$ cat config.mk
export PLATFORM = sky130hd
export DESIGN_NAME = biphase_mark_frame_encoder
export DESIGN_NICKNAME = d
export VERILOG_FILES = /design/src/bmfe_pkg.sv /design/src/biphase_mark_frame_encoder.sv /design/src/bmfe_packer.sv /design/src/bmfe_sequencer.sv
export SDC_FILE = /design/constraint.sdc
export NUM_CORES = 1
export LEC_CHECK = 0
export BUFFER_PORTS_ARGS = -buffer_cell sky130_fd_sc_hd__clkbuf_2
export CAP_MARGIN = 20
export CORE_ASPECT_RATIO = 1.1
export CORE_MARGIN = 2
export CORE_UTILIZATION = 60
export DETAILED_ROUTE_END_ITERATION = 16
export PLACE_DENSITY = 0.84
export REMOVE_ABC_BUFFERS = 1
export SLEW_MARGIN = 20
export SYNTH_ARGS = -nofsm -noshare
export SYNTH_HDL_FRONTEND = slang
export SYNTH_SLANG_ARGS = --single-unit
$ cat constraint.sdc
create_clock -name clk -period 3.9 [get_ports clk]
set_input_delay 0.195 -clock clk [delete_from_list [all_inputs] [get_ports clk]]
set_output_delay 0.195 -clock clk [all_outputs]
set_load 0.02 [all_outputs]
$ cat src/bmfe_pkg.sv
// shared types, constants and helpers for the biphase-mark frame encoder
package bmfe_pkg;

	// start byte as packed for each bit order
	localparam logic [7:0] START_MSB = 8'h77;
	localparam logic [7:0] START_LSB = 8'hEE;
	localparam logic [3:0] FULL_BITS = 4'd8;

	// input word
	typedef struct packed {
		logic [7:0] data_byte;
		logic       last_byte;
	} bmfe_in_t;

	// output word
	typedef struct packed {
		logic [7:0] packed_byte;
		logic [3:0] valid_bits;
		logic       frame_end;
	} bmfe_out_t;

	// one packer command per cycle from the sequencer
	typedef struct packed {
		logic start;      // emit the start byte
		logic push;       // push one line half-bit
		logic flush;      // emit the partial byte, close the frame
		logic level;      // half-bit level for push
		logic final_half; // last half-bit of the frame
	} bmfe_cmd_t;

	// number of significant bits of an 8-bit value
	function automatic logic [3:0] sig_bits(input logic [7:0] v);
		logic [3:0] n;
		n = 4'd0;
		for (int i = 0; i < 8; i++) begin
			if (v[i]) n = 4'(i + 1);
		end
		return n;
	endfunction

endpackage

$ cat src/biphase_mark_frame_encoder.sv
// top level of the biphase-mark frame encoder
//
//  channel  | handshake           | payload
//  ---------+---------------------+----------------------------------------
//  in       | in_valid/in_ready   | in_data: data_byte, last_byte
//  out      | out_valid/out_ready | out_data: packed_byte, valid_bits, frame_end
//  config   | cfg_we              | cfg_wdata: msb_first
//
// in the data, mark and end phases one line half-bit is produced per cycle
// while the output register can take it; a byte passes an accept step, two
// half-bits per significant bit, a data-close step and, but for the last byte,
// the inter-byte mark; a frame adds the start byte and the end mark and flush
// sequencer commands wait while the output register is full and not taken
// reset returns the line high, the frame closed and msb_first to 0
module biphase_mark_frame_encoder import bmfe_pkg::*; (
	input  logic      clk,
	input  logic      arst_n,
	input  logic      in_valid,
	output logic      in_ready,
	input  bmfe_in_t  in_data,
	output logic      out_valid,
	input  logic      out_ready,
	output bmfe_out_t out_data,
	input  logic      cfg_we,
	input  logic      cfg_wdata
);

	logic      msb_first_q;
	logic      pk_ready;
	bmfe_cmd_t cmd;

	// bit order register
	always_ff @(posedge clk or negedge arst_n) begin
		if (!arst_n) msb_first_q <= 1'b0;
		else if (cfg_we) msb_first_q <= cfg_wdata;
	end

	bmfe_sequencer u_seq (
		.clk       (clk),
		.arst_n    (arst_n),
		.msb_first (msb_first_q),
		.in_valid  (in_valid),
		.in_ready  (in_ready),
		.in_data   (in_data),
		.pk_ready  (pk_ready),
		.cmd       (cmd)
	);

	bmfe_packer u_pack (
		.clk       (clk),
		.arst_n    (arst_n),
		.msb_first (msb_first_q),
		.cmd       (cmd),
		.pk_ready  (pk_ready),
		.out_valid (out_valid),
		.out_ready (out_ready),
		.out_data  (out_data)
	);

endmodule

$ cat src/bmfe_packer.sv
// packs line half-bits into bytes and holds the output register
module bmfe_packer import bmfe_pkg::*; (
	input  logic      clk,
	input  logic      arst_n,
	input  logic      msb_first,
	input  bmfe_cmd_t cmd,
	output logic      pk_ready,
	output logic      out_valid,
	input  logic      out_ready,
	output bmfe_out_t out_data
);

	logic [7:0] acc_q;
	logic [2:0] pos_q;
	logic       out_valid_q;
	bmfe_out_t  out_q;
	logic [2:0] bit_idx;
	logic [7:0] acc_nx;

	// new word may be written when the output register is empty or draining
	assign pk_ready  = !out_valid_q || out_ready;
	assign out_valid = out_valid_q;
	assign out_data  = out_q;

	// placement of the current half-bit
	always_comb begin
		bit_idx = msb_first ? ~pos_q : pos_q;
		acc_nx = acc_q;
		acc_nx[bit_idx] = cmd.level;
	end

	// accumulator and bit position
	always_ff @(posedge clk or negedge arst_n) begin
		if (!arst_n) begin
			acc_q <= '0;
			pos_q <= '0;
			out_valid_q <= 1'b0;
		end else begin
			if (out_valid_q && out_ready) out_valid_q <= 1'b0;
			if (pk_ready) begin
				if (cmd.start) begin
					out_valid_q <= 1'b1;
					acc_q <= '0;
					pos_q <= '0;
				end else if (cmd.push) begin
					if (pos_q == 3'd7) begin
						out_valid_q <= 1'b1;
						acc_q <= '0;
						pos_q <= '0;
					end else begin
						acc_q <= acc_nx;
						pos_q <= pos_q + 3'd1;
					end
				end else if (cmd.flush) begin
					if (pos_q != 3'd0) out_valid_q <= 1'b1;
					acc_q <= '0;
					pos_q <= '0;
				end
			end
		end
	end

	// output word payload
	always_ff @(posedge clk) begin
		if (pk_ready) begin
			if (cmd.start) begin
				out_q.packed_byte <= msb_first ? START_MSB : START_LSB;
				out_q.valid_bits  <= FULL_BITS;
				out_q.frame_end   <= 1'b0;
			end else if (cmd.push && pos_q == 3'd7) begin
				out_q.packed_byte <= acc_nx;
				out_q.valid_bits  <= FULL_BITS;
				out_q.frame_end   <= cmd.final_half;
			end else if (cmd.flush && pos_q != 3'd0) begin
				out_q.packed_byte <= acc_q;
				out_q.valid_bits  <= {1'b0, pos_q};
				out_q.frame_end   <= 1'b1;
			end
		end
	end

endmodule

$ cat src/bmfe_sequencer.sv
// symbol shift register and half-bit sequencer
module bmfe_sequencer import bmfe_pkg::*; (
	input  logic      clk,
	input  logic      arst_n,
	input  logic      msb_first,
	input  logic      in_valid,
	output logic      in_ready,
	input  bmfe_in_t  in_data,
	input  logic      pk_ready,
	output bmfe_cmd_t cmd
);

	typedef enum logic [5:0] {
		S_IDLE  = 6'b000001,
		S_START = 6'b000010,
		S_DATA  = 6'b000100,
		S_MARK  = 6'b001000,
		S_END   = 6'b010000,
		S_FLUSH = 6'b100000
	} state_t;

	state_t     state_q;
	logic [7:0] sym_q;
	logic [3:0] cnt_q;
	logic       half_q;
	logic [2:0] ctr_q;
	logic       line_q;
	logic       open_q;
	logic       last_q;

	logic [7:0] mag;
	logic       big;
	logic [7:0] sym_raw;
	logic [3:0] nb;
	logic [7:0] sym_load;
	logic       cur_bit;
	logic       second;
	logic [2:0] end_len;
	logic       accept;

	// magnitude, symbol and width of the incoming byte
	always_comb begin
		big      = in_data.data_byte > 8'd128;
		mag      = 8'd0 - in_data.data_byte;
		sym_raw  = big ? ~mag : in_data.data_byte;
		nb       = sig_bits(big ? mag : in_data.data_byte);
		sym_load = msb_first ? 8'(sym_raw << (4'd8 - nb)) : sym_raw;
	end

	assign in_ready = (state_q == S_IDLE);
	assign accept   = in_valid && in_ready;
	assign cur_bit  = msb_first ? sym_q[7] : sym_q[0];
	assign second   = cur_bit ? line_q : ~line_q;
	assign end_len  = line_q ? 3'd5 : 3'd6;

	// packer command for the current state
	always_comb begin
		cmd = '0;
		unique case (state_q)
			S_IDLE: ;
			S_START: cmd.start = 1'b1;
			S_DATA: begin
				cmd.push  = (cnt_q != 4'd0);
				cmd.level = half_q ? second : ~line_q;
			end
			S_MARK: begin
				cmd.push  = 1'b1;
				cmd.level = ~line_q;
			end
			S_END: begin
				cmd.push       = 1'b1;
				cmd.level      = (ctr_q < 3'd4) ? ~line_q : (ctr_q == 3'd4 ? line_q : 1'b1);
				cmd.final_half = (ctr_q == end_len - 3'd1);
			end
			S_FLUSH: cmd.flush = 1'b1;
			default: ;
		endcase
	end

	// sequencer
	always_ff @(posedge clk or negedge arst_n) begin
		if (!arst_n) begin
			state_q <= S_IDLE;
			sym_q   <= '0;
			cnt_q   <= '0;
			half_q  <= 1'b0;
			ctr_q   <= '0;
			line_q  <= 1'b1;
			open_q  <= 1'b0;
			last_q  <= 1'b0;
		end else begin
			unique case (state_q)
				S_IDLE: begin
					if (accept) begin
						sym_q   <= sym_load;
						cnt_q   <= nb;
						half_q  <= 1'b0;
						last_q  <= in_data.last_byte;
						state_q <= open_q ? S_DATA : S_START;
					end
				end
				S_START: begin
					if (pk_ready) begin
						open_q  <= 1'b1;
						line_q  <= 1'b1;
						state_q <= S_DATA;
					end
				end
				S_DATA: begin
					if (cnt_q == 4'd0) begin
						ctr_q   <= '0;
						state_q <= last_q ? S_END : S_MARK;
					end else if (pk_ready) begin
						if (!half_q) begin
							half_q <= 1'b1;
						end else begin
							half_q <= 1'b0;
							line_q <= second;
							cnt_q  <= cnt_q - 4'd1;
							sym_q  <= msb_first ? {sym_q[6:0], 1'b0} : {1'b0, sym_q[7:1]};
						end
					end
				end
				S_MARK: begin
					if (pk_ready) begin
						if (ctr_q == 3'd2) begin
							line_q  <= ~line_q;
							state_q <= S_IDLE;
						end else begin
							ctr_q <= ctr_q + 3'd1;
						end
					end
				end
				S_END: begin
					if (pk_ready) begin
						if (ctr_q == end_len - 3'd1) state_q <= S_FLUSH;
						else ctr_q <= ctr_q + 3'd1;
					end
				end
				S_FLUSH: begin
					if (pk_ready) begin
						line_q  <= 1'b1;
						open_q  <= 1'b0;
						state_q <= S_IDLE;
					end
				end
				default: state_q <= S_IDLE;
			endcase
		end
	end

endmodule
==> results by group, run 1 <==
Critical path
  • Worst R2R Start: u_seq.state_q[1]$_DFFE_PN0P_
  • Startpoint Class: input pin
  • Crit-path max FO: 11
  • Worst r2r path cells: 8
  • Setup crit end kind: flip-flop
  • R2r setup slk: 760 ps
  • Critical setup path kind: in -> reg
  • WP data arrival: 3530 ps
  • R2r endpoint: u_pack.out_data[4]$_SDFFCE_PP1P_
  • CP required: a little over 4000 ps

Route
  • DRC Markers: 0
  • Routed Antenna Nets: 0
  • Routed length per instance: 17.9 um
  • Pre-Repair DR Iteration Count: 10
  • Vias: 3970
  • Avg Vias per Cell: 6.81
  • Initial drt markers: 480
  • Final WL: 10500 um

Placement
  • RePlAce Congestion: 0.983
  • Final HPWL DP: slightly below 8000 um
  • Port-buffer cells: 29
  • Placed Area: between 0.004 and 0.005 mm2
  • Post-Place Setup Slack: about 270 ps

Floorplanning
  • Core area: 0.00656 mm2
  • Initial Util: 0.619
  • # IOs: 30
  • Die area: 0.00744 mm2
  • Chip height: 90.3 um
  • FP Rows: 31
  • Die W: 82.4 um

Synthesis
  • Async S/R FF share, synth: 0.745
  • Most used DFF post-synth: dfrtp_1
  • Sequential share of the synthesized area: 0.331
  • Synth Area per Inst: 8.37 um2
  • Seq cells post-synth: 51
  • Cell variety after synth: 82
  • Synth Instances: roughly 490
  • Synth top area share: 0.222
  • Post-synth top cells: nor2_1 (55), o21ai_0 (38), nand2_1 (37), a21oi_1 (36), dfrtp_1 (36)
  • Top cells by area, synth: dfrtp_1 (22%), edfxtp_1 (9.6%), nor2_1 (5.1%)
  • Yosys warning total: 0
  • EDFF count, synth: 13
  • Top-count cell post-synth: nor2_1
  • Synthesized cell area: 0.00406 mm2
  • Yosys top cell by area: dfrtp_1

Cells and area
  • Share of cells above drive strength 1: 0.158
  • Ant diodes: 0
  • Fillers: 533
  • Nets: 524
  • Area growth, synth to finish: 6.56%
  • Final instance area: roughly 0.0043 mm2

Power and ir drop
  • Sequential fraction of design power: 0.342
  • P_sw: 0.00130 W
  • Pwr/cell area: ~640 mW/mm2
  • Pwr Total: 0.00277 W
  • P_leak: roughly 1.7 nW
  • Max rail drop VDD: 0.000342 V
  • P_int: 0.00147 W
  • Clock power share: 0.112
  • Sw frac: 0.471
  • Combinational share of power: 0.546

STA
  • Final hold viol count: 0
  • Fin worst setup slack: 553 ps
  • Tmin final: 3350 ps
  • Worst Tran Pin Value: 1030 ps
  • Clk_skew: ~13 ps
  • Setup_tns: 0 ps
  • RSZ-0062 raised after global routing: no
  • F_max: 299 MHz
  • Final max-slew violation count: 0
  • Final period util: 0.858
  • Final hold slack: 11.7 ps
  • Final setup viols: 0
  • Rel. slew slack: 0.310

Clock network
  • Clock-pin slew on the worst setup and hold paths: 100 ps
  • Root buffer cell: clkbuf_8
  • Post-CTS setup repair buffer count: 0
  • Post-CTS Resized: 0
  • TritonCTS Sinks: 51
  • Clk Latency, worst-skew pair: 310 ps
  • CTS H-tree lvls: 2
  • CTS tree: yes
  • CTS max path bufs: 2
  • Cts bufs inserted: 5
  • Cts hold-fix bufs: 0

Worst hold path
  • Type of the tightest min-delay check: in -> async

Global routing
  • First-pass GRT wire length: 17200 um
  • Largest net degree at the start of global routing: 41
  • GR Overflow Total: 0
  • Vias in the first global route: between 3000 and 4000
  • Gr usage total: 0.291
  • Initial antenna violation count: 0

Job
  • MaxCap Viol Count: 0

Status
  • Status: complete, no violations
==> per-layer routing <==
layer	global-route usage	up-vias	routed length (um)
li1	-	1838	-
met1	0.363	1857	4010
met2	0.495	230	5330
met3	0.0360	45	761
met4	0.118	0	357
met5	0	-	0
==> logic make-up (layout without fill, tap and decap cells) <==
group / after synthesis / after routing / share of synthesized area
flip-flops: 51 / 51 / 0.331
buffers and inverters: 52 / 68 / 0.0582
AND/OR/NAND/NOR: 189 / 189 / 0.243
adder cells (fa/ha/maj): 9 / 9 / 0.0277
AO/OA/AOI/OAI: 160 / 160 / 0.276
XOR/XNOR: 7 / 7 / 0.0151
multiplexers: 17 / 17 / 0.0496
==> stage by stage <==
stage	util	instances
6_report	0.660	583
5_1_grt	0.660	583
4_1_cts	0.658	583
3_5_place_dp	0.645	575
3_3_place_gp	0.645	575
2_1_floorplan	-	456
==> critical path: stages <==
cell	delay, ps
clkbuf_2	150
inv_1	160
ha_1	390
nand2b_1	190
a31o_2	290
a2111oi_2	410
a21oi_1	140
a21o_4	270
inv_4	100
ha_1	210
a21boi_1	250
or2_1	320
a211oi_1	160
o21ai_0	190
nand3_1	100
==> power by group through the flow <==
stage | Clock, W | Sequential (W) | Combinational (W)
floorplan | 0 | 0.000924 | 0.00107
global placement | 0 | 0.000934 | 0.00142
detailed placement | 0 | 0.000946 | 0.00147
CTS | 0.000313 | 0.000938 | 0.00148
global route | 0.000339 | 0.000970 | 0.00168
finish | 0.000310 | 0.000947 | 0.00151
==> how the worst max path moves through the flow <==
stage,startpoint,endpoint,slack [ps],depth (start not counted)
6_report,in_data[1],u_seq.sym_q[7]$_DFFE_PN0P_,550,15
2_1_floorplan,msb_first_q$_DFFE_PN0P_,u_pack.out_data[5]$_DFFE_PP_,400,8
5_1_grt,in_data[1],u_seq.sym_q[7]$_DFFE_PN0P_,350,15
4_1_cts,in_data[1],u_seq.sym_q[7]$_DFFE_PN0P_,590,15
3_5_place_dp,in_data[1],u_seq.sym_q[7]$_DFFE_PN0P_,270,15
3_3_place_gp,in_data[1],u_seq.sym_q[6]$_DFFE_PN0P_,380,14
==> cells in the final DEF (no fill, tap or decap), drive strengths merged, types with 4 or more instances in the layout <==
master / instances
o31ai: 5
or3: 5
a2111oi: 5
a21oi: 36
buf: 8
mux2i: 13
o21ai: 45
a31oi: 5
edfxtp: 13
inv: 23
clkbuf: 34
a211oi: 8
nor3b: 5
ha: 9
xnor2: 6
nand3: 20
nor2: 57
nand2: 37
dfrtp: 36
o22ai: 6
o221ai: 4
or2: 10
nor4: 6
nor3: 16
nand2b: 12
a22o: 7
==> flip-flops by register name, indices dropped and copies added, names as in the netlist, 3 cells and up <==
register	cells
u_seq.ctr_q	3
u_pack.pos_q	3
u_pack.acc_q	8
u_seq.cnt_q	4
u_seq.state_q	6
u_seq.sym_q	8
u_pack.out_data	13
==> cell type report <==
class | instances | area (um2) | area share
multi-input cells | 382 | 2500 | 0.578
flip-flops and latches | 51 | 1340 | 0.311
repair buffers | 37 | 205 | 0.0474
well taps | 82 | 103 | 0.0237
inverters | 23 | 88.8 | 0.0205
clock buffers | 5 | 68.8 | 0.0159
clock inverters | 3 | 18.8 | 0.00434
No activity file was read; power rests on OpenSTA's default activity.
==> run 2: changes to the inputs <==
--- a/config.mk
+++ b/config.mk
@@ -12,4 +12,5 @@
 export CORE_UTILIZATION = 60
 export DETAILED_ROUTE_END_ITERATION = 16
+export GPL_TIMING_DRIVEN = 0
 export PLACE_DENSITY = 0.84
 export REMOVE_ABC_BUFFERS = 1
==> constraint.sdc (replaced) <==
create_clock -name clk -period 3.9 [get_ports clk]
set_input_delay 0.78 -clock clk [delete_from_list [all_inputs] [get_ports clk]]
set_output_delay 0.78 -clock clk [all_outputs]
set_load 0.02 [all_outputs]
==> results by group, run 2 (synthesis gave the netlist of run 1 again) <==
Placement
  • Final HPWL DP: 7370 um
  • Port-buffer cells: 29
  • Post-Place Setup Slack: -515 ps
  • DP Cell Count: 568
  • Placed Area: 0.00418 mm2
  • RePlAce Congestion: a little over 0.9

STA
  • Final max-slew violation count: 0
  • Clk_skew: 10.6 ps
  • Final hold viol count: 0
  • Final period util: 0.954
  • Worst Tran Pin Value: 936 ps
  • Final setup viols: 0
  • Rel. slew slack: 0.376
  • RSZ-0062 raised after global routing: no
  • Tmin final: 3720 ps
  • F_max: 269 MHz
  • Fin worst setup slack: 177 ps

Route
  • Initial drt markers: approximately 460
  • Final WL: 10100 um
  • Met1 WL: 4120 um
  • WL met2: 5090 um
  • DRC Markers: 0
  • Avg Vias per Cell: 6.76
  • Vias: 3902
  • Wire length on met3: 586 um
  • Routed Antenna Nets: 0
  • Routed length per instance: 17.6 um
  • Top Layer Used: met4
  • Pre-Repair DR Iteration Count: 5

Clock network
  • CTS tree: yes
  • TritonCTS Sinks: about 50
  • CTS max path bufs: 2
  • Clock-pin slew on the worst setup and hold paths: 100 ps
  • Post-CTS setup repair buffer count: 0
  • Root buffer cell: clkbuf_8
  • CTS H-tree lvls: 2
  • Clk Latency, worst-skew pair: 310 ps
  • Cts hold-fix bufs: 0
  • Cts bufs inserted: 5

Global routing
  • Vias in the first global route: 3712
  • Largest net degree at the start of global routing: 42
  • Initial antenna violation count: 0
  • First-pass GRT wire length: 17100 um
  • GR Overflow Total: 0
  • Gr usage total: 0.286

Cells and area
  • Fin cells: 577
  • Ant diodes: 0
  • Commonest non-fill, non-tap cell in the layout: nor2_1
  • Fillers: roughly 550
  • Final instance area: 0.00432 mm2
  • Nets: around 520
  • Area growth, synth to finish: 6.44%
  • Most frequent cells in the layout: nor2_1 (54), o21ai_0 (38), nand2_1 (37)
  • Max reg flops: 13
  • Share of cells above drive strength 1: 0.166

Critical path
  • CP max-delay cell: or4_1
  • CP max stage delay: 530 ps
  • Setup crit end kind: flip-flop
  • Critical path's top delay family: simple AND/OR/NAND/NOR gates
  • Critical setup path kind: in -> reg
  • CP required: ~4100 ps
  • WP data arrival: 3970 ps
  • Crit path cell chain: clkbuf_2 > inv_1 > ha_4 > or4b_4 > o21ai_2 > mux2i_1 > nor2_2 > a21o_4 > inv_4 > ha_1 > or4_1 > o211a_1 > nor4b_2 > o22a_1
  • Crit-path max FO: 11
  • Critical path buffers and inverters: 3
  • Startpoint Class: input pin

Worst hold path
  • Type of the tightest min-delay check: reg -> reg

Job
  • MaxCap Viol Count: 0

Power and ir drop
  • Pwr/cell area: 633 mW/mm2
  • Pwr Total: 0.00274 W
  • P_leak: around 1.7 nW
  • Max rail drop VDD: 0.000307 V

Floorplanning
  • Core area: around 0.0066 mm2
  • Die area: approximately 0.0074 mm2
  • Chip height: 90.3 um
  • Initial Util: 0.619
  • Die W: 82.4 um
  • # IOs: 30
  • FP Rows: 31

Status
  • Status: complete, no violations
[run 2: layout make-up]
type,count,area (um2),share of cell area
clock buffer,6,72.6,0.0168
sequential,51,1350,0.311
multi-input combinational,382,2540,0.588
inverter,23,88.8,0.0206
timing repair buffer,31,160,0.0371
clock inverter,2,12.5,0.00290
tap,82,103,0.0237
[run 2: per-stage QoR]
| step | TNS [ps] | hold slack (ps) | utilization |
|---|---|---|---|
| after floorplan | 0 | 454 | - |
| after global placement | -9120 | 478 | 0.635 |
| after detailed placement | -3100 | 495 | 0.638 |
| after CTS | 0 | 512 | 0.652 |
| after global routing | 0 | 539 | 0.659 |
| final | 0 | 511 | 0.659 |
[run 2: final timing paths]
| kind | from | to | slack [ps] | cells after the start |
|---|---|---|---|---|
| worst max-delay path | in_data[1] | u_seq.sym_q[1]$_DFFE_PN0P_ | 180 | 14 |
| worst min-delay path | u_seq.open_q$_DFFE_PN0P_ | u_seq.state_q[1]$_DFFE_PN0P_ | 510 | 1 |
| worst max register to register | u_seq.state_q[1]$_DFFE_PN0P_ | u_seq.sym_q[7]$_DFFE_PN0P_ | 430 | 8 |
| worst min register to register | u_seq.open_q$_DFFE_PN0P_ | u_seq.state_q[1]$_DFFE_PN0P_ | 510 | 1 |
| max in group asynchronous | arst_n | msb_first_q$_DFFE_PN0P_ | 2660 | 1 |
| min in group asynchronous | arst_n | u_seq.state_q[5]$_DFFE_PN0P_ | 590 | 1 |
[run 2: layer usage]
layer | global-route usage | vias to the layer above
met2 | 0.489 | 195
met5 | 0 | -
li1 | - | 1825
met1 | 0.350 | 1850
met4 | 0.119 | 0
met3 | 0.0410 | 32
[run 2: what timing repair did]
| item | CTS | global route |
|---|---|---|
| hold endpoints to repair | 0 | 0 |
| endpoints found under the setup margin | 6 | 8 |
| pin swaps | 0 | 0 |
| gates cloned | 0 | 0 |
| gates resized for setup | 3 | 6 |
[run 2: report_power, final]
| part | switching [W] | internal, W | total [W] |
|---|---|---|---|
| combinational | 0.000904 | 0.000566 | 0.00147 |
| clock | 0.000182 | 0.000126 | 0.000308 |
| sequential | 0.000204 | 0.000755 | 0.000959 |
| total | 0.00129 | 0.00145 | 0.00274 |
==> run 3: changes to the inputs <==
CORE_MARGIN = unset   (was 2)
PLACE_DENSITY = unset   (was 0.84)
PLACE_DENSITY_LB_ADDON = 0.05   (was unset)
==> results by group, run 3 (synthesis gave the netlist of run 1 again) <==
Cells and area
  • Fillers: 555
  • Reg area: 0.00135 mm2
  • Nets: 518
  • Most frequent cells in the layout: nor2_1 (54), o21ai_0 (38), nand2_1 (37)
  • Ant diodes: 0
  • Area growth, synth to finish: 6.35%
  • Area of the multi-input gates: roughly 0.0025 mm2
  • Max reg flops: 13
  • Fin cells: 577
  • Commonest non-fill, non-tap cell in the layout: nor2_1
  • Share of cells above drive strength 1: 0.162

Placement
  • Port-buffer cells: 29
  • DP Cell Count: 568
  • Final HPWL DP: 7010 um
  • RePlAce Congestion: 0.903

Global routing
  • Initial antenna violation count: 0
  • Vias in the first global route: 3356
  • Largest net degree at the start of global routing: 42
  • Gr usage total: 0.288
  • First-pass GRT wire length: 16000 um
  • GR Overflow Total: 0

STA
  • Rel. slew slack: 0.417
  • Worst Tran Pin Value: 875 ps
  • Final max-slew violation count: 0
  • Tmin final: 3670 ps
  • Final period util: 0.942
  • RSZ-0062 raised after global routing: no
  • Clk_skew: 5.50 ps
  • Final hold slack: 513 ps
  • Final setup viols: 0
  • Final hold viol count: 0
  • F_max: between 200 and 300 MHz
  • Setup_tns: 0 ps

Route
  • Pre-Repair DR Iteration Count: 4
  • DRC Markers: 0
  • Final WL: 9770 um
  • Vias: approximately 3800
  • Initial drt markers: 324
  • Routed Antenna Nets: 0
  • Avg Vias per Cell: ~6.5
  • Routed length per instance: 16.9 um

Critical path
  • Crit-path max FO: 11
  • Crit path cell chain: clkbuf_2 > inv_2 > ha_4 > or4b_4 > o21ai_0 > a211oi_1 > o32ai_1 > nand2_1 > ha_2 > inv_1 > a21oi_1 > a2111oi_4 > o31a_1
  • Startpoint Class: input pin
  • Critical setup path kind: in -> reg
  • CP required: 4100 ps
  • CP max stage delay: 500 ps
  • WP data arrival: approximately 3900 ps
  • Critical path buffers and inverters: 3
  • CP max-delay cell: or4b_4
  • Setup crit end kind: flip-flop
  • Critical path's top delay family: compound AO/OA/AOI/OAI gates

Clock network
  • Clock-pin slew on the worst setup and hold paths: approximately 90 ps
  • Post-CTS setup repair buffer count: 0
  • Cts bufs inserted: 5
  • Clk Latency, worst-skew pair: 300 ps
  • TritonCTS Sinks: 51
  • Post-CTS Resized: 3
  • Root buffer cell: clkbuf_8
  • CTS max path bufs: 2
  • CTS H-tree lvls: 2
  • CTS tree: yes
  • Cts hold-fix bufs: 0

Job
  • MaxCap Viol Count: 0

Power and ir drop
  • Pwr/cell area: about 640 mW/mm2
  • Max rail drop VDD: 0.000357 V
  • Pwr Total: between 0.002 and 0.003 W
  • P_leak: 1.68 nW

Floorplanning
  • Core area: roughly 0.0066 mm2
  • Die W: approximately 80 um
  • # IOs: 30
  • FP Rows: 31
  • Die area: 0.00710 mm2
  • Chip height: 88.3 um
  • Initial Util: 0.619

Status
  • Status: complete, no violations

Worst hold path
  • Type of the tightest min-delay check: reg -> reg
run 3: final timing paths:
kind | cells after the start | start | slack, ps | endpoint
min reg2reg | 1 | u_seq.last_q$_DFFE_PN0P_ | 510 | u_seq.state_q[3]$_DFFE_PN0P_
max | 13 | in_data[1] | 230 | u_seq.sym_q[6]$_DFFE_PN0P_
min in group asynchronous | 1 | arst_n | 590 | u_seq.state_q[1]$_DFFE_PN0P_
max reg2reg | 11 | u_seq.cnt_q[0]$_DFFE_PN0P_ | 360 | u_pack.out_data[6]$_SDFFCE_PP1P_
max in group asynchronous | 1 | arst_n | 2720 | msb_first_q$_DFFE_PN0P_
min | 1 | u_seq.last_q$_DFFE_PN0P_ | 510 | u_seq.state_q[3]$_DFFE_PN0P_
run 3: power by group:
part	leakage (nW)	switching, W	internal (W)
combinational	1.03	0.000884	0.000563
clock	0.0506	0.000177	0.000167
sequential	0.594	0.000199	0.000755
total	1.68	0.00126	0.00148
run 3: cell type report:
| class | count | share of cell area |
|---|---|---|
| Clock buffer | 8 | 0.0235 |
| Timing Repair Buffer | 31 | 0.0365 |
| Inverter | 23 | 0.0206 |
| Tap cell | 82 | 0.0238 |
| Multi-Input combinational cell | 382 | 0.584 |
| Sequential cell | 51 | 0.312 |
run 3: routing by layer:
layer	vias to the layer above	global-route usage	wire, um
met5	-	0	0
met4	0	0.120	251
met3	23	0.0330	494
met2	134	0.478	4810
met1	1786	0.381	4220
li1	1825	-	-
run 3: stage by stage:
stage               utilization  setup slack (ps)  instance area, um2
global placement          0.635              -464                4160
floorplan                     -               283                3910
detailed placement        0.638              -455                4180
CTS                       0.655              82.9                4290
global route              0.659              6.07                4320
finish                    0.659               227                4320
run 3: worst register-to-register path, stage by stage, from the launching register on:
cell      delay, ps
dfrtp_1         430
inv_1            70
ha_1            180
nor3b_1         630
nor3_2          150
or2_2           360
and2_1          190
nor2_1          330
clkinv_1        350
a21oi_1         250
nor2_1          120
buf_4           240
